==> src/design/hic_pkg.sv <==
// ----------------------------------------------------------------------------
// hic_pkg: shared types and constants for the Celsius heat-index block
// Holds the item format, the fixed-point coefficients and the widths of the
// polynomial datapath.
// ----------------------------------------------------------------------------
package hic_pkg;

    localparam int T_W   = 11;
    localparam int H_W   = 10;
    localparam int OUT_W = 14;

    localparam int COEF_FRAC_BITS = 24;
    localparam int FRAC = (COEF_FRAC_BITS < 16) ? 16 :
                          (COEF_FRAC_BITS > 32) ? 32 : COEF_FRAC_BITS;

    // polynomial sum width: terms stay below 2^(FRAC+26), bias below 2^(FRAC+38)
    localparam int SW = FRAC + 40;

    localparam int QDEPTH = 4;
    localparam int QPTR_W = $clog2(QDEPTH);
    localparam int QCNT_W = $clog2(QDEPTH + 1);

    // arithmetic pipeline depth ahead of the output register
    localparam int NSTG = 7;

    localparam logic signed [T_W-1:0] T_MIN = 11'sd270;
    localparam logic [H_W-1:0]        H_MIN = 10'd400;
    localparam logic [H_W-1:0]        H_MAX = 10'd1000;
    localparam logic signed [19:0]    OUT_LOW  = -20'sd400;
    localparam logic signed [19:0]    OUT_HIGH = 20'sd8000;

    // coefficient magnitudes scaled by 2^32
    localparam longint unsigned C00 = 64'd37729977730;
    localparam longint unsigned C10 = 64'd6920885003;
    localparam longint unsigned C01 = 64'd10043991475;
    localparam longint unsigned C11 = 64'd627563656;
    localparam longint unsigned C20 = 64'd52862861;
    localparam longint unsigned C02 = 64'd70544099;
    localparam longint unsigned C21 = 64'd9499317;
    localparam longint unsigned C12 = 64'd3115827;
    localparam longint unsigned C22 = 64'd15385;

    function automatic longint unsigned coef(input longint unsigned k32);
        int unsigned sh;
        sh = 32 - FRAC;
        if (sh == 0) begin
            return k32;
        end
        return (k32 + (64'd1 << (sh - 1))) >> sh;
    endfunction

    // offset that keeps the scaled sum non-negative before the divide by 1000
    localparam int            DIV_OFFS_EXP = 17;
    localparam longint        DIV_OFFS     = 64'sd1000 << DIV_OFFS_EXP;
    localparam longint        DIV_D        = 64'sd1000 << FRAC;
    localparam longint        BIAS64 = DIV_D / 2 + (DIV_OFFS << FRAC)
                                       - longint'(coef(C00)) * 10000;

    localparam logic signed [SW-1:0] BIAS = SW'(BIAS64);
    localparam logic signed [SW-1:0] A10  = SW'(coef(C10) * 1000);
    localparam logic signed [SW-1:0] A01  = SW'(coef(C01) * 1000);
    localparam logic signed [SW-1:0] A11  = SW'(coef(C11) * 100);
    localparam logic signed [SW-1:0] A20  = SW'(coef(C20) * 100);
    localparam logic signed [SW-1:0] A02  = SW'(coef(C02) * 100);
    localparam logic signed [SW-1:0] A21  = SW'(coef(C21) * 10);
    localparam logic signed [SW-1:0] A12  = SW'(coef(C12) * 10);
    localparam logic signed [SW-1:0] A22  = SW'(coef(C22));

    // floor(u / 1000) = (u * RECIP) >> RECIP_SH for u < 2^U_W
    localparam int              U_W      = 28;
    localparam int              RECIP_W  = 29;
    localparam int              RECIP_SH = 38;
    localparam logic [RECIP_W-1:0] RECIP = 29'd274877907;
    localparam int              PROD_W   = U_W + RECIP_W;
    localparam int              QUO_W    = PROD_W - RECIP_SH;

    typedef struct packed {
        logic signed [T_W-1:0] temp;
        logic [H_W-1:0]        hum;
        logic                  used;
    } hic_item_t;

endpackage

==> src/design/hic_front.sv <==
// ----------------------------------------------------------------------------
// hic_front: input stage
// Accepts readings, clamps humidity and decides between the polynomial and
// pass-through.
// ----------------------------------------------------------------------------
module hic_front (
    input  logic                     aclk,
    input  logic                     aresetn,
    input  logic                     s_valid,
    output logic                     s_ready,
    input  logic signed [10:0]       s_temperature,
    input  logic [9:0]               s_humidity,
    output logic                     out_valid,
    input  logic                     out_ready,
    output hic_pkg::hic_item_t       out_item
);
    import hic_pkg::*;

    logic      valid_reg;
    hic_item_t item_reg;
    hic_item_t item_next;

    assign s_ready   = !valid_reg || out_ready;
    assign out_valid = valid_reg;
    assign out_item  = item_reg;

    always_comb begin
        item_next.temp = s_temperature;
        item_next.hum  = (s_humidity > H_MAX) ? H_MAX : s_humidity;
        item_next.used = (s_temperature >= T_MIN) && (item_next.hum >= H_MIN);
    end

    always_ff @(posedge aclk) begin
        if (!aresetn) begin
            valid_reg <= 1'b0;
        end else if (s_ready) begin
            valid_reg <= s_valid;
        end
    end

    always_ff @(posedge aclk) begin
        if (s_valid && s_ready) begin
            item_reg <= item_next;
        end
    end

endmodule

==> config.mk <==
export PLATFORM = sky130hd
export DESIGN_NAME = hic_front
export DESIGN_NICKNAME = d
export VERILOG_FILES = /design/src/design/hic_pkg.sv /design/src/design/hic_front.sv
export SDC_FILE = /design/constraint.sdc
export NUM_CORES = 1
export LEC_CHECK = 0
export CAP_MARGIN = 20
export CELL_PAD_IN_SITES_DETAIL_PLACEMENT = 0
export CELL_PAD_IN_SITES_GLOBAL_PLACEMENT = 2
export CORE_MARGIN = 2
export CORE_UTILIZATION = 37
export DETAILED_ROUTE_END_ITERATION = 8
export DONT_BUFFER_PORTS = 1
export GPL_ROUTABILITY_DRIVEN = 0
export PLACE_DENSITY_LB_ADDON = 0.3
export REMOVE_ABC_BUFFERS = 1
export SLEW_MARGIN = 20
export SYNTH_ARGS = -nofsm -noshare
export SYNTH_HDL_FRONTEND = slang
export SYNTH_SLANG_ARGS = --single-unit
==> constraint.sdc <==
create_clock -name aclk -period 3.05 [get_ports aclk]
set_clock_uncertainty 0.1 [all_clocks]
set_input_delay 0 -clock aclk [delete_from_list [all_inputs] [get_ports aclk]]
set_output_delay 0 -clock aclk [all_outputs]
set_load 0.01 [all_outputs]
==> results of run 1 <==
cells in the mapped netlist (all sizes together):
| cell | n | area share |
|---|---|---|
| o41ai | 1 | 0.011 |
| dfxtp | 1 | 0.024 |
| nand2b | 1 | 0.0076 |
| and2 | 1 | 0.0076 |
| a21boi | 2 | 0.018 |
| a31o | 1 | 0.011 |
| nor4 | 1 | 0.0076 |
| and4 | 1 | 0.011 |
| inv | 4 | 0.018 |
| or2 | 1 | 0.0076 |
| a41oi | 1 | 0.011 |
| a31oi | 3 | 0.023 |
| a2111oi | 1 | 0.012 |
| edfxtp | 22 | 0.80 |
| a21oi | 1 | 0.0061 |
| clkbuf | 5 | 0.023 |
power groups by stage:
stage / combinational, mW / clock, mW / sequential (mW)
after detailed placement: 0.0172 / 0 / 0.394
after global routing: 0.0521 / 0.152 / 0.387
after floorplan: 0.0140 / 0 / 0.391
after CTS: 0.0475 / 0.135 / 0.386
final: 0.0483 / 0.134 / 0.386
after global placement: 0.0163 / 0 / 0.393
worst max-delay path: stages (launching register included):
cell      delay [ns]
dfxtp_1         0.36
nand2b_1        0.17
and2_1          0.78
registers in the layout (all words and copies together), names as in the netlist:
name / count
out_item: 22
out_valid: 1
final timing paths:
check | depth (start not counted) | endpoint | slack, ns | start
hold / removal | 2 | out_item[0] | 0.02 | s_temperature[9]
setup / recovery | 2 | out_item[15] | 1.27 | out_valid
setup reg to reg | 2 | out_item[15] | 1.27 | out_valid
hold reg to reg | 3 | out_valid | 1.12 | out_valid
layout by cell type, fill, tap and decap left out, drive strengths merged, types with 2 or more instances in the layout:
cell	Yosys	layout
a21boi	2	2
a31oi	3	3
clkbuf	5	4
dlygate4sd3	0	27
edfxtp	22	22
inv	4	4
repair_timing:
action | in CTS | in global routing
hold buffers | 27 | 0
endpoints found under the hold margin | 23 | 0
setup buffers | 0 | 0
resized for setup | 0 | 0
endpoints found under the setup margin | 0 | 0
kinds of logic after synthesis:
family | count (synthesis) | synth area share
buffers and inverters | 9 | 0.0410
AO/OA/AOI/OAI | 10 | 0.0912
AND/OR/NAND/NOR | 5 | 0.0411
flip-flops | 23 | 0.827
cell type report:
type / instances / area share
sequential: 23 / 0.599
timing repair buffer: 27 / 0.238
multi-input combinational: 15 / 0.0958
tap: 28 / 0.0308
clock buffer: 4 / 0.0231
inverter: 4 / 0.0132
per-layer routing:
metal  vias up  GRT usage  wire [µm]
li1        231          -          -
met4         0     0.0811         35
met5         -          0          0
met1       246      0.115        601
met2        26      0.262       1020
met3         4     0.0292         84
through the flow:
step | cells | util | instance area, µm² | hold slack, ns
2_1_floorplan | 42 | - | 805 | -0.00113
3_3_place_gp | 70 | 0.391 | 840 | -0.00103
3_5_place_dp | 70 | 0.391 | 840 | -0.00101
4_1_cts | 101 | 0.529 | 1140 | 0.00746
5_1_grt | 101 | 0.529 | 1140 | 0.0417
6_report | 101 | 0.529 | 1140 | 0.0185
==> results.cfg, run 1 <==
[cells_and_area]
seqCellArea_um2 = 681
fill_cells = 183
drive_gt1_frac = 0.0685
syn2layout_area_growth_pct = 38.0
multi_input_area_um2 = 109
nets = 99
antennaDiodeCount = 0

[floorplan]
die-height_um = 51.2
floorplan.initialDensity = 0.383
ios = 49
coreArea_um2 = 2150
rows = 17
die_area_um2 = 2620
fp.dieW_um = 51.2

[power_and_ir_drop]
clkPwrFrac = 0.236
p_switching_mw = 0.119
p_seq_frac = 0.679
p_total_mw = 0.568
vdd_ir_drop_max_uv = 228
power_density_nw_per_um2 = 500
static-leakage-power_nw = 0.400
pwr-share-comb = 0.085
swShare = 0.209
p_int_mw = 0.449

[global_route]
grt_overflow = 0
first_global_vias = 525
grt_max_degree = 23
grt_pass1_wl_mm = 2.38
grt_usage = 0.131
antenna_found_initial = 0

[timing]
layout_worst_path_cycle_share = 0.584
setup_ws_ns = 1.27
drv_slew = 0
hold_viol_final = 0
rsz0062_at_grt = false
setup_tns_ns = 0
worstMarginPinSlew_ns = 0.950
fmax_mhz = 562
finalSetupViolations = 0
timing.slew.headroom = 0.367
period_needed_ns = 1.78

[drt]
postRouteAntennaNets = 0
wire_per_inst_um = 17.2
post_drt_via_cell_ratio = 5.02
drtIter0Drc = 11
vias = 507
drc_errors = 0
drt_first_pass_iters = 2
wl_mm = 1.74

[setup_path]
cp-start-kind = flip-flop
critical_path_class = flip-flop to flip-flop
cp_max_fo = 22
end_kind = flip-flop
required_ns = 2.88
worstPathArrival_ns = 1.61

[clock_tree]
tritoncts = built
clk_pin_slew_worst_paths_ns = 0.11
cts_sinks = 23
cts_made_buffers = 3
cts_root_buf = clkbuf_4
insertion_delay_ns = 0.29
clockBufferDepth = 2
h-tree-depth = 1

[synth]
netlist_area_um2 = 823
ys_seq_area_frac = 0.827
synthDistinctLibCells = 16
ys_warn_count = 0
avgSynthCellArea_um2 = 17.5
synth_cells = 47
synth_seq_cells = 23

[run_status]
status = finished, final reports clean

[min_path]
hold_path_class = input pin to flip-flop

[placement]
io_buffers = 0
place_ws_ns = 1.27

[run]
drv_cap = 0
(Power assumes the default switching activity.)
==> inputs of run 2 (changes only) <==
--- a/config.mk
+++ b/config.mk
@@ -5,11 +5,12 @@
 export SDC_FILE = /design/constraint.sdc
 export NUM_CORES = 1
 export LEC_CHECK = 0
+export ABC_AREA = 1
 export CAP_MARGIN = 20
 export CELL_PAD_IN_SITES_DETAIL_PLACEMENT = 0
 export CELL_PAD_IN_SITES_GLOBAL_PLACEMENT = 2
 export CORE_MARGIN = 2
-export CORE_UTILIZATION = 37
+export CORE_UTILIZATION = 31
 export DETAILED_ROUTE_END_ITERATION = 8
 export DONT_BUFFER_PORTS = 1
 export GPL_ROUTABILITY_DRIVEN = 0
==> constraint.sdc (replaced) <==
create_clock -name aclk -period 1.5 [get_ports aclk]
set_clock_uncertainty 0.1 [all_clocks]
set_input_delay 0 -clock aclk [delete_from_list [all_inputs] [get_ports aclk]]
set_output_delay 0 -clock aclk [all_outputs]
set_load 0.01 [all_outputs]
==> results.cfg, run 2 <==
[cells_and_area]
most-common-layout-cells = 23 x dlygate4sd3_1, 22 x edfxtp_1, 10 x nand2_1
drive_gt1_frac = 0.124
mostFrequentLayoutCell = dlygate4sd3_1
multi_input_area_um2 = 154
fill_cells = 261
antennaDiodeCount = 0
largest_register_ffs = 22
utilization = 0.432
final_cells = 120
seqCellArea_um2 = 682
nets = 115
syn2layout_area_growth_pct = 34.4

[synth]
synth_edf_count = 22
synthDistinctLibCells = 15
synth.most_common_cell = edfxtp_1
netlist_area_um2 = 880
synthArstFlopShare = 0
synth_area_leaders = edfxtp_1 75%, nand2_1 4.3%, inv_1 3.4%
ys_warn_count = 0
synth_cells = 66
ys_top_cells_by_count = 22 x edfxtp_1, 10 x nand2_1, 8 x inv_1
synth_top_area_share = 0.751
synth_seq_cells = 23
yosysTopAreaCell = edfxtp_1
ys_seq_area_frac = 0.774
avgSynthCellArea_um2 = 13.3
ys.flop_type = edfxtp_1

[floorplan]
floorplan.initialDensity = 0.322
coreArea_um2 = 2730
die_area_um2 = 3280
fp.dieW_um = 57.3
ios = 49
die-height_um = 57.3
rows = 19

[run]
drv_cap = 0

[drt]
drc_errors = 0
postRouteAntennaNets = 0
vias = 546
wl_mm = 1.65
drt_first_pass_iters = 4
wire_per_inst_um = 13.7
post_drt_via_cell_ratio = 4.55
drtIter0Drc = 16

[setup_path]
critical_path.endpoint = out_valid
cp-start-kind = flip-flop
cp-startpoint = out_valid
critical_path_class = flip-flop to flip-flop
r2r_cells = 3
r2r_setup_slack_ns = 0.13
r2r-start = out_valid
required_ns = 1.64
worstPathArrival_ns = 1.51
end_kind = flip-flop
cp_max_fo = 3
rr_endpoint = out_valid

[timing]
hold_viol_final = 0
worstMarginPinSlew_ns = 0.188
holdWs_ns = 0.0187
timing.slew.headroom = 0.874
setup_tns_ns = 0
finalSetupViolations = 0
drv_slew = 0
fmax_mhz = 729
layout_worst_path_cycle_share = 0.914
rsz0062_at_grt = false
period_needed_ns = 1.37

[clock_tree]
insertion_delay_ns = 0.29
cts_root_buf = clkbuf_4
cts_setup_buffers = 0
cts_sinks = 23
h-tree-depth = 1
clk_pin_slew_worst_paths_ns = 0.11
tritoncts = built
cts_made_buffers = 3
clockBufferDepth = 2

[global_route]
grt_max_degree = 23
first_global_vias = 556
grt_usage = 0.104
grt_pass1_wl_mm = 2.46
grt_overflow = 0
antenna_found_initial = 0

[placement]
hpwlAfterDp_mm = 1.07
io_buffers = 0
dp_cells = 93

[power_and_ir_drop]
power_density_nw_per_um2 = 977
static-leakage-power_nw = 0.456
vdd_ir_drop_max_uv = 664

[min_path]
hold_path_class = input pin to flip-flop

[run_status]
status = finished, final reports clean
-- run 2: changes by cell type after synthesis, moves of 2 or more --
cell      previous run  this run
nor2_1               0         5
a21boi_1             0         2
a21oi_1              1         4
nand3_1              0         2
inv_1                4         8
nor2_2               0         2
nand2_1              0        10
a31oi_1              3         0
-- run 2: power by group --
| group | leakage, nW | internal [mW] | switching (mW) | total [mW] |
|---|---|---|---|---|
| Sequential | 0.222 | 0.751 | 0.0327 | 0.783 |
| Clock | 0.0177 | 0.0992 | 0.166 | 0.266 |
| Combinational | 0.217 | 0.0608 | 0.0462 | 0.107 |
-- run 2: timing repair --
action                     CTS  global route
hold endpoints to repair    23             0
gates resized for setup      0             1
hold buffers                23             0
setup endpoints to repair    0             1
-- run 2: cells by family (layout without fill, tap and decap cells) --
group | after synthesis | count (layout) | share of synthesized area
flip-flops | 23 | 23 | 0.774
AND/OR/NAND/NOR | 22 | 22 | 0.117
buffers and inverters | 13 | 36 | 0.0555
AO/OA/AOI/OAI | 8 | 8 | 0.0540
-- run 2: layout make-up --
| type | count | area share |
|---|---|---|
| inverter | 8 | 0.0254 |
| tap | 31 | 0.0328 |
| clock buffer | 3 | 0.0190 |
| clock inverter | 1 | 0.00423 |
| timing repair buffer | 24 | 0.212 |
| multi-input combinational | 30 | 0.130 |
| sequential | 23 | 0.577 |
-- run 2: per-stage QoR --
step                power [mW]  setup WS (ns)  area, µm²
floorplan                0.832         -0.489        861
finish                    1.16          0.129       1180
global route              1.20         0.0377       1180
global placement         0.853          0.368        923
detailed placement       0.853          0.365        923
CTS                       1.17         0.0708       1180
-- run 2: layer usage --
metal | wire length, µm | vias up | GRT usage
met3 | 98 | 2 | 0.0181
li1 | - | 267 | -
met1 | 564 | 249 | 0.0962
met5 | 0 | - | 0
met4 | 19 | 0 | 0.0698
met2 | 965 | 28 | 0.204
-- run 2: how the worst min path moves through the flow --
stage	endpoint	start	cells past startpoint
after CTS	out_item[5]	s_humidity[7]	3
after global placement	out_item[21]	s_temperature[10]	0
final	out_item[4]	s_humidity[3]	5
after global routing	out_item[9]	s_valid	3
after floorplan	out_item[10]	s_humidity[9]	0
after detailed placement	out_item[21]	s_temperature[10]	0
-- run 2: critical path, cell delays in order (launching register included) --
cell,delay (ns)
dfxtp_2,0.39
nand2_1,0.12
a21boi_0,0.15
dlygate4sd3_1,0.55
