[src/design/hic_pkg.sv]
// ----------------------------------------------------------------------------
// hic_pkg: shared types and constants for the Celsius heat-index block
// Holds the item format, the fixed-point coefficients and the widths of the
// polynomial datapath.
// ----------------------------------------------------------------------------
package hic_pkg;

    localparam int T_W   = 11;
    localparam int H_W   = 10;
    localparam int OUT_W = 14;

    localparam int COEF_FRAC_BITS = 24;
    localparam int FRAC = (COEF_FRAC_BITS < 16) ? 16 :
                          (COEF_FRAC_BITS > 32) ? 32 : COEF_FRAC_BITS;

    // polynomial sum width: terms stay below 2^(FRAC+26), bias below 2^(FRAC+38)
    localparam int SW = FRAC + 40;

    localparam int QDEPTH = 4;
    localparam int QPTR_W = $clog2(QDEPTH);
    localparam int QCNT_W = $clog2(QDEPTH + 1);

    // arithmetic pipeline depth ahead of the output register
    localparam int NSTG = 7;

    localparam logic signed [T_W-1:0] T_MIN = 11'sd270;
    localparam logic [H_W-1:0]        H_MIN = 10'd400;
    localparam logic [H_W-1:0]        H_MAX = 10'd1000;
    localparam logic signed [19:0]    OUT_LOW  = -20'sd400;
    localparam logic signed [19:0]    OUT_HIGH = 20'sd8000;

    // coefficient magnitudes scaled by 2^32
    localparam longint unsigned C00 = 64'd37729977730;
    localparam longint unsigned C10 = 64'd6920885003;
    localparam longint unsigned C01 = 64'd10043991475;
    localparam longint unsigned C11 = 64'd627563656;
    localparam longint unsigned C20 = 64'd52862861;
    localparam longint unsigned C02 = 64'd70544099;
    localparam longint unsigned C21 = 64'd9499317;
    localparam longint unsigned C12 = 64'd3115827;
    localparam longint unsigned C22 = 64'd15385;

    function automatic longint unsigned coef(input longint unsigned k32);
        int unsigned sh;
        sh = 32 - FRAC;
        if (sh == 0) begin
            return k32;
        end
        return (k32 + (64'd1 << (sh - 1))) >> sh;
    endfunction

    // offset that keeps the scaled sum non-negative before the divide by 1000
    localparam int            DIV_OFFS_EXP = 17;
    localparam longint        DIV_OFFS     = 64'sd1000 << DIV_OFFS_EXP;
    localparam longint        DIV_D        = 64'sd1000 << FRAC;
    localparam longint        BIAS64 = DIV_D / 2 + (DIV_OFFS << FRAC)
                                       - longint'(coef(C00)) * 10000;

    localparam logic signed [SW-1:0] BIAS = SW'(BIAS64);
    localparam logic signed [SW-1:0] A10  = SW'(coef(C10) * 1000);
    localparam logic signed [SW-1:0] A01  = SW'(coef(C01) * 1000);
    localparam logic signed [SW-1:0] A11  = SW'(coef(C11) * 100);
    localparam logic signed [SW-1:0] A20  = SW'(coef(C20) * 100);
    localparam logic signed [SW-1:0] A02  = SW'(coef(C02) * 100);
    localparam logic signed [SW-1:0] A21  = SW'(coef(C21) * 10);
    localparam logic signed [SW-1:0] A12  = SW'(coef(C12) * 10);
    localparam logic signed [SW-1:0] A22  = SW'(coef(C22));

    // floor(u / 1000) = (u * RECIP) >> RECIP_SH for u < 2^U_W
    localparam int              U_W      = 28;
    localparam int              RECIP_W  = 29;
    localparam int              RECIP_SH = 38;
    localparam logic [RECIP_W-1:0] RECIP = 29'd274877907;
    localparam int              PROD_W   = U_W + RECIP_W;
    localparam int              QUO_W    = PROD_W - RECIP_SH;

    typedef struct packed {
        logic signed [T_W-1:0] temp;
        logic [H_W-1:0]        hum;
        logic                  used;
    } hic_item_t;

endpackage

[src/design/hic_queue.sv]
// ----------------------------------------------------------------------------
// hic_queue: small FIFO between front and back
// Lets the input stage and the arithmetic pipeline stall independently.
// ----------------------------------------------------------------------------
module hic_queue (
    input  logic                aclk,
    input  logic                aresetn,
    input  logic                in_valid,
    output logic                in_ready,
    input  hic_pkg::hic_item_t  in_item,
    output logic                out_valid,
    input  logic                out_ready,
    output hic_pkg::hic_item_t  out_item
);
    import hic_pkg::*;

    hic_item_t          mem_reg [QDEPTH];
    logic [QPTR_W-1:0]  wr_ptr_reg;
    logic [QPTR_W-1:0]  rd_ptr_reg;
    logic [QCNT_W-1:0]  count_reg;
    logic               wr_en;
    logic               rd_en;

    assign in_ready  = (count_reg != QCNT_W'(QDEPTH));
    assign out_valid = (count_reg != '0);
    assign out_item  = mem_reg[rd_ptr_reg];
    assign wr_en     = in_valid && in_ready;
    assign rd_en     = out_valid && out_ready;

    always_ff @(posedge aclk) begin
        if (!aresetn) begin
            wr_ptr_reg <= '0;
            rd_ptr_reg <= '0;
            count_reg  <= '0;
        end else begin
            if (wr_en) begin
                wr_ptr_reg <= wr_ptr_reg + 1'b1;
            end
            if (rd_en) begin
                rd_ptr_reg <= rd_ptr_reg + 1'b1;
            end
            if (wr_en && !rd_en) begin
                count_reg <= count_reg + 1'b1;
            end else if (rd_en && !wr_en) begin
                count_reg <= count_reg - 1'b1;
            end
        end
    end

    always_ff @(posedge aclk) begin
        if (wr_en) begin
            mem_reg[wr_ptr_reg] <= in_item;
        end
    end

endmodule

[config.mk]
export PLATFORM = sky130hd
export DESIGN_NAME = hic_queue
export DESIGN_NICKNAME = d
export VERILOG_FILES = /design/src/design/hic_pkg.sv /design/src/design/hic_queue.sv
export SDC_FILE = /design/constraint.sdc
export NUM_CORES = 1
export LEC_CHECK = 0
export BUFFER_PORTS_ARGS = -buffer_cell sky130_fd_sc_hd__buf_2
export CORE_MARGIN = 5
export CORE_UTILIZATION = 56
export CTS_CLUSTER_DIAMETER = 100
export DETAILED_ROUTE_END_ITERATION = 7
export PLACE_DENSITY_LB_ADDON = 0.3
export SETUP_SLACK_MARGIN = 0.02
export SYNTH_ARGS = -nofsm -noshare
export SYNTH_HDL_FRONTEND = slang
export SYNTH_SLANG_ARGS = --single-unit
[constraint.sdc]
create_clock -name aclk -period 2.43 [get_ports aclk]
set_clock_uncertainty 0.15 [all_clocks]
set_input_delay 0.486 -clock aclk [delete_from_list [all_inputs] [get_ports aclk]]
set_output_delay 0.486 -clock aclk [all_outputs]
set_load 0.005 [all_outputs]
==> results by group, run 1 <==
Place
  • Dpl cell area: 4080 um^2
  • # port buffers: 49
  • Placer Congestion: 0.649
  • DP Wirelength: 4.02 mm

Clocking
  • Post-CTS Hold Fix Bufs: 0
  • Postcts setup bufs: 0
  • Clock tree buffer depth: 2
  • Clk root buf: clkbuf_8
  • Clk sinks: 97
  • CTS tree: done
  • Reg clk slew, reported paths: roughly 0.090 ns
  • CTS H-tree lvls: 3
  • Total clock buffers created by CTS: 9
  • Worst skew pair latency: 0.34 ns

Synth
  • Synthesized instance count: 162
  • Seq/Total Area, Yosys: approximately three quarters
  • Mapped cell area: 3680 um^2
  • Post-synth cell types: 23
  • Synth area leaders: edfxtp_1, mux4_2, dfxtp_1, ha_1, mux4_1
  • Post-synth top area cell: edfxtp_1
  • #FFs+latches synth: 97
  • Avg Cell Area, Syn: 22.7 um^2
  • Area share of the largest cell type after synthesis: 71.7%
  • Synth Net Count: ~190
  • YS warnings: 0

GRT
  • Largest net degree at the start of global routing: 23
  • First-pass GRT wire length: 9.39 mm
  • GRT overflow: 0
  • Vias in the first global route: 1863
  • All-layer global routing usage: 15.2%
  • Initial antenna violation count: 0

Finish
  • Max reg flops: 88
  • Layout Utilization: 67.3%
  • Area grow syn2layout: 16.7%
  • Layout cell share with drive strength beyond 1: 43.1%
  • Post-Layout Inst Area: 4300 um^2
  • Fillers: just over 400
  • Nets: 259
  • Number of antenna diodes: 0

Worst setup path
  • Worst Setup Start Kind: register
  • CP required: approximately 1.8 ns
  • CP max FO: 8
  • FF-to-FF Start: count_reg[0]$_SDFFE_PN0P_
  • Kind of critical path: reg2out
  • CP arrival: 1.63 ns
  • R2R Path End: count_reg[2]$_SDFFE_PN0P_
  • FF-to-FF setup slack: 0.27 ns
  • Worst R2R Path Depth: 8
  • Worst setup EP type: output port

STA
  • Sum Neg Setup Slack: 0 ns
  • Count of final hold-check violations: 0
  • Slew HR: 77.0%
  • Final setup vio count: 0
  • RSZ-0062 raised after global routing: no
  • Final Max Tran Viols: 0
  • Min Tclk post-route: 2.27 ns
  • Crit share post-route: approximately 93%
  • Slew @ Worst Pin: 0.344 ns
  • Fmax: roughly 440 MHz

Worst hold path
  • Hold Crit Endpoint: mem_reg[1][20]$_DFFE_PP_
  • Hold WC Path Type: in2reg
  • Min-delay src: in_item[20]
  • Cell depth of the worst hold path: 1

Status
  • Run status: finished clean

Power
  • Switching power: 1.08 mW
  • Leak: 1.50 nW
  • Worst-case vdd ir drop: 0.000599 V
  • Pwr dens: roughly 1000 nW/um^2
  • Clock Power Share: 25.4%
  • Sequential Power Share: between 50% and 60%
  • Total power: 4.29 mW
  • Pint: 3.21 mW
  • Switch share: 25.2%
  • Logic pwr share: 24.0%

Drt
  • Drt first pass iters: 4
  • Avg WL per Cell: around 19 um
  • Via count: 1727
  • Total Routed Length: between 5 and 6 mm
  • Drt drc: 0
  • Antenna-violating nets left: 0
  • Initial DRC count: 108
  • Post-DR vias/cell: 5.59

Flow run
  • Maximum capacitance violations: 0

Floorplanning
  • CORE AREA: 6390 um^2
  • Initial core utilization: 57.7%
  • Num ports: 50
  • Die footprint: 8300 um^2
  • DIE WIDTH: roughly 90 um
  • Die height: 91.1 um
  • Rows: 29
timing repair:
| item | CTS | global route |
|---|---|---|
| setup endpoints to repair | 6 | 2 |
| pin swaps | 0 | 0 |
| gates resized for setup | 1 | 3 |
cell type report:
class	count	area, um^2	area share, %
sequential	97	2830	65.8
multi-input combinational	57	813	18.9
timing repair buffer	59	337	7.83
clock buffer	11	131	3.05
tap	77	96.3	2.24
clock inverter	5	82.6	1.92
inverter	3	11.3	0.262
stage by stage:
step / instances / worst slack (ns) / hold slack [ns]
floorplan: 162 / 0.241 / 0.318
global placement: 293 / 0.304 / 0.326
detailed placement: 293 / 0.138 / 0.347
CTS: 309 / 0.0757 / 0.175
global route: 309 / 0.0693 / 0.170
finish: 309 / 0.160 / 0.192
cells in the mapped netlist, drive strengths merged:
cell type / instances
edfxtp: 88
mux4: 22
dfxtp: 9
and2: 8
ha: 5
nand2: 5
buf: 4
inv: 3
mux2i: 3
xnor2: 3
a21boi: 2
or3: 2
clkbuf: 1
fa: 1
nor2: 1
nor2b: 1
o21ai: 1
o311ai: 1
o31ai: 1
xor2: 1
power by group through the flow:
stage	clock, mW	combinational [mW]	sequential, mW
finish	1.09	1.03	2.17
global placement	0	1.00	2.18
global route	1.19	1.13	2.19
CTS	1.11	1.05	2.17
detailed placement	0	1.05	2.20
floorplan	0	0.687	2.15
cells in the final DEF (no fill, tap or decap), drive strengths merged, types with 5 or more instances in the layout:
cell / count
and2: 8
buf: 59
clkbuf: 11
dfxtp: 9
edfxtp: 88
ha: 5
mux4: 22
nand2: 5
critical path, cell delays in order, from the launching register on:
cell	delay, ns
dfxtp_4	0.46
buf_6	0.18
mux4_2	0.51
buf_2	0.14
worst max path at each step:
stage                                end  slack (ns)  cells after the start
2_1_floorplan  count_reg[2]$_SDFFE_PN0P_        0.24                      8
3_3_place_gp   count_reg[2]$_SDFFE_PN0P_        0.30                      8
3_5_place_dp   count_reg[2]$_SDFFE_PN0P_        0.14                      8
4_1_cts                     out_item[12]        0.08                      3
5_1_grt                      out_item[7]        0.07                      3
6_report                    out_item[12]        0.16                      3
logic make-up (layout without fill, tap and decap cells):
logic type / Yosys count / in the layout / synth area share, %
flops: 97 / 97 / 76.6
mux: 25 / 25 / 14.5
simple gates: 17 / 17 / 2.55
buf+inv: 8 / 78 / 1.29
fa+ha+maj: 6 / 6 / 2.24
compound gates: 5 / 5 / 1.87
xor+xnor: 4 / 4 / 0.951
per-layer routing:
metal	track usage (%)	wire length (um)	vias up
met2	25.8	3120	52
met4	6.23	63	0
met5	0	0	-
met1	17.9	2310	881
met3	4.71	359	6
li1	-	-	788
No activity file was read; power rests on OpenSTA's default activity.
==> run 2, diff against run 1 <==
--- a/config.mk
+++ b/config.mk
@@ -6,8 +6,10 @@
 export NUM_CORES = 1
 export LEC_CHECK = 0
 export BUFFER_PORTS_ARGS = -buffer_cell sky130_fd_sc_hd__buf_2
+export CELL_PAD_IN_SITES_DETAIL_PLACEMENT = 0
+export CELL_PAD_IN_SITES_GLOBAL_PLACEMENT = 1
 export CORE_MARGIN = 5
-export CORE_UTILIZATION = 56
+export CORE_UTILIZATION = 49
 export CTS_CLUSTER_DIAMETER = 100
 export DETAILED_ROUTE_END_ITERATION = 7
 export PLACE_DENSITY_LB_ADDON = 0.3
==> run 2 against run 1 <==
Net effect:
- wire length is 3.8% higher
- die area is 13% higher
- register-to-register slack worse by 0.04 ns
- clock power is 11% higher
- first-iteration DRC count is 53% lower
- critical path depth stayed put
- global-route usage is 1.2 points lower
- via count is 0.58% lower
- hold slack better by 0.0013 ns
- sequential power hardly changed
- utilization is 7.5 points lower
- critical path type unchanged
==> results by group, run 2 (synthesis results as in run 1) <==
Power
  • Pint: 3.30 mW (was 3.21 mW)
  • Switching power: 1.10 mW (was 1.08 mW)
  • Worst-case vdd ir drop: 0.000427 V (was 0.000599 V)
  • Pwr dens: 1010 nW/um^2 (was 997 nW/um^2)
  • Clock Power Share: 27.5% (was 25.4%)
  • Sequential Power Share: 49.2% (was 50.5%)
  • Switch share: 24.9% (was 25.2%)
  • Logic pwr share: 23.3% (was 24.0%)
  • Leak: 1.51 nW (was 1.50 nW)

Drt
  • Post-DR vias/cell: 5.20 (was 5.59)
  • Antenna-violating nets left: 0 (unchanged)
  • Initial DRC count: 51 (was 108)
  • Via count: 1717 (was 1727)
  • Total Routed Length: 6.08 mm (was 5.85 mm)
  • Avg WL per Cell: 18.4 um (was 18.9 um)
  • Drt drc: 0 (unchanged)
  • Drt first pass iters: 5 (was 4)

Worst setup path
  • Worst setup EP type: output port (unchanged)
  • Worst Setup Start Kind: register (unchanged)
  • Worst R2R Path Depth: 8 (unchanged)
  • Critical Path Sink: out_item[1] (was out_item[12])
  • R2R Path End: count_reg[2]$_SDFFE_PN0P_ (unchanged)
  • CP arrival: 1.65 ns (was 1.63 ns)
  • FF-to-FF setup slack: 0.23 ns (was 0.27 ns)
  • FF-to-FF Start: count_reg[0]$_SDFFE_PN0P_ (unchanged)
  • CP max FO: 8 (unchanged)
  • CP required: 1.79 ns (about the same)
  • Kind of critical path: reg2out (unchanged)

STA
  • Min Tclk post-route: 2.28 ns (was 2.27 ns)
  • Crit share post-route: 94.0% (was 93.4%)
  • RSZ-0062 raised after global routing: no (unchanged)
  • Count of final hold-check violations: 0 (unchanged)
  • Slew @ Worst Pin: 0.352 ns (was 0.344 ns)
  • Fmax: 438 MHz (was 441 MHz)
  • Sum Neg Setup Slack: 0 ns (unchanged)
  • Final setup vio count: 0 (unchanged)
  • Post-route setup slack: 0.147 ns (was 0.160 ns)
  • Final Max Tran Viols: 0 (unchanged)
  • Slew HR: 76.5% (was 77.0%)

GRT
  • GR Util met1: 17.2% (was 17.9%)
  • GRT overflow: 0 (unchanged)
  • All-layer global routing usage: 14.0% (was 15.2%)
  • Initial antenna violation count: 1 (was 0)
  • GR peak layer: met2 (unchanged)
  • Vias in the first global route: 1948 (was 1863)
  • Largest net degree at the start of global routing: 23 (unchanged)
  • First-pass GRT wire length: 10.1 mm (was 9.39 mm)
  • Routing usage on met3: 4.96% (was 4.71%)
  • Met2 global-route usage: 23.6% (was 25.8%)

Worst hold path
  • Cell depth of the worst hold path: 1 (unchanged)
  • Hold WC Path Type: in2reg (unchanged)
  • Min-delay src: in_item[10] (was in_item[20])

Clocking
  • Clock tree buffer depth: 2 (unchanged)
  • CTS tree: done (unchanged)
  • Post-CTS Hold Fix Bufs: 0 (unchanged)
  • Total clock buffers created by CTS: 9 (unchanged)
  • Clk root buf: clkbuf_8 (unchanged)
  • CTS H-tree lvls: 3 (unchanged)
  • Reg clk slew, reported paths: 0.09 ns (about the same)
  • Worst skew pair latency: 0.34 ns (about the same)
  • Clk sinks: 97 (unchanged)

Finish
  • Fillers: 559 (was 415)
  • Multi-input gate area: 813 um^2 (unchanged)
  • Layout cell share with drive strength beyond 1: 43.7% (was 43.1%)
  • Commonest non-fill, non-tap cell in the layout: edfxtp_1 (unchanged)
  • Number of antenna diodes: 0 (unchanged)
  • Most frequent cells in the layout: edfxtp_1, buf_2, mux4_2 (unchanged)
  • Register area: 2830 um^2 (unchanged)
  • Max reg flops: 88 (unchanged)
  • Area grow syn2layout: 18.5% (was 16.7%)
  • Nets: 259 (unchanged)

Floorplanning
  • DIE WIDTH: 96.7 um (was 91.1 um)
  • Initial core utilization: 50.5% (was 57.7%)
  • Num ports: 50 (unchanged)
  • Die footprint: 9350 um^2 (was 8300 um^2)
  • Die height: 96.7 um (was 91.1 um)
  • Rows: 31 (was 29)
  • CORE AREA: 7290 um^2 (was 6390 um^2)

Status
  • Run status: finished clean (unchanged)

Place
  • Placer Congestion: 0.768 (was 0.649)
  • DP Wirelength: 4.13 mm (was 4.02 mm)
  • # port buffers: 49 (unchanged)
  • Pre-CTS setup slack: 0.109 ns (was 0.138 ns)

Flow run
  • Maximum capacitance violations: 0 (unchanged)
-- run 2: cell types whose count changed in the layout (fill, tap and decap cells not counted), sizes merged --
| cell | before | now |
|---|---|---|
| bufinv | 2 | 3 |
| clkbuf | 11 | 9 |
| clkinv | 3 | 1 |
| inv | 3 | 4 |
| clkinvlp | 0 | 1 |
-- run 2: critical path: stages (launching register included) --
cell and delay (ns):
dfxtp_4 0.44, buf_4 0.21, mux4_2 0.51, buf_2 0.14
-- run 2: layout make-up --
cell class / count / area share, %
flip-flops and latches: 97 / 64.8
clock inverters: 6 / 2.64
well taps: 99 / 2.84
inverters: 3 / 0.258
clock buffers: 9 / 2.84
multi-input cells: 57 / 18.6
repair buffers: 59 / 8.00
-- run 2: routing by layer --
metal	part of all wire [%]	wire, um
met1	42	2530
met2	53	3200
met3	4.6	277
met4	0.91	55
met5	0.21	13
-- run 2: power by group through the flow --
stage	logic [mW]	registers [mW]	clock network, mW
after CTS	1.04	2.16	1.23
after detailed placement	1.04	2.20	0
after global routing	1.14	2.19	1.31
after global placement	1.01	2.17	0
after floorplan	0.687	2.15	0
final	1.02	2.16	1.21
-- run 2: stage by stage --
step                      hold WS (ns)  power, mW  instance area (um^2)  cells  util [%]
after floorplan                  0.318       2.84                  3680    162         -
after detailed placement         0.345       3.24                  4120    315      56.5
after CTS                        0.176       4.44                  4360    330      59.8
final                            0.193       4.39                  4370    330      59.9
after global placement           0.328       3.19                  4120    315      56.5
after global routing             0.173       4.64                  4370    330      59.9
-- run 2: timing repair --
action | CTS | global route
setup buffers | 0 | 0
setup endpoints to repair | 6 | 3
resized for setup | 1 | 3
hold endpoints to repair | 0 | 0
-- run 2: worst min-delay path by stage --
stage	to	slack (ns)
after floorplan	wr_ptr_reg[1]$_SDFFE_PN0P_	0.32
after global placement	wr_ptr_reg[0]$_SDFFE_PN0P_	0.33
after detailed placement	wr_ptr_reg[1]$_SDFFE_PN0P_	0.35
after CTS	mem_reg[3][4]$_DFFE_PP_	0.18
after global routing	mem_reg[0][21]$_DFFE_PP_	0.17
final	mem_reg[3][10]$_DFFE_PP_	0.19
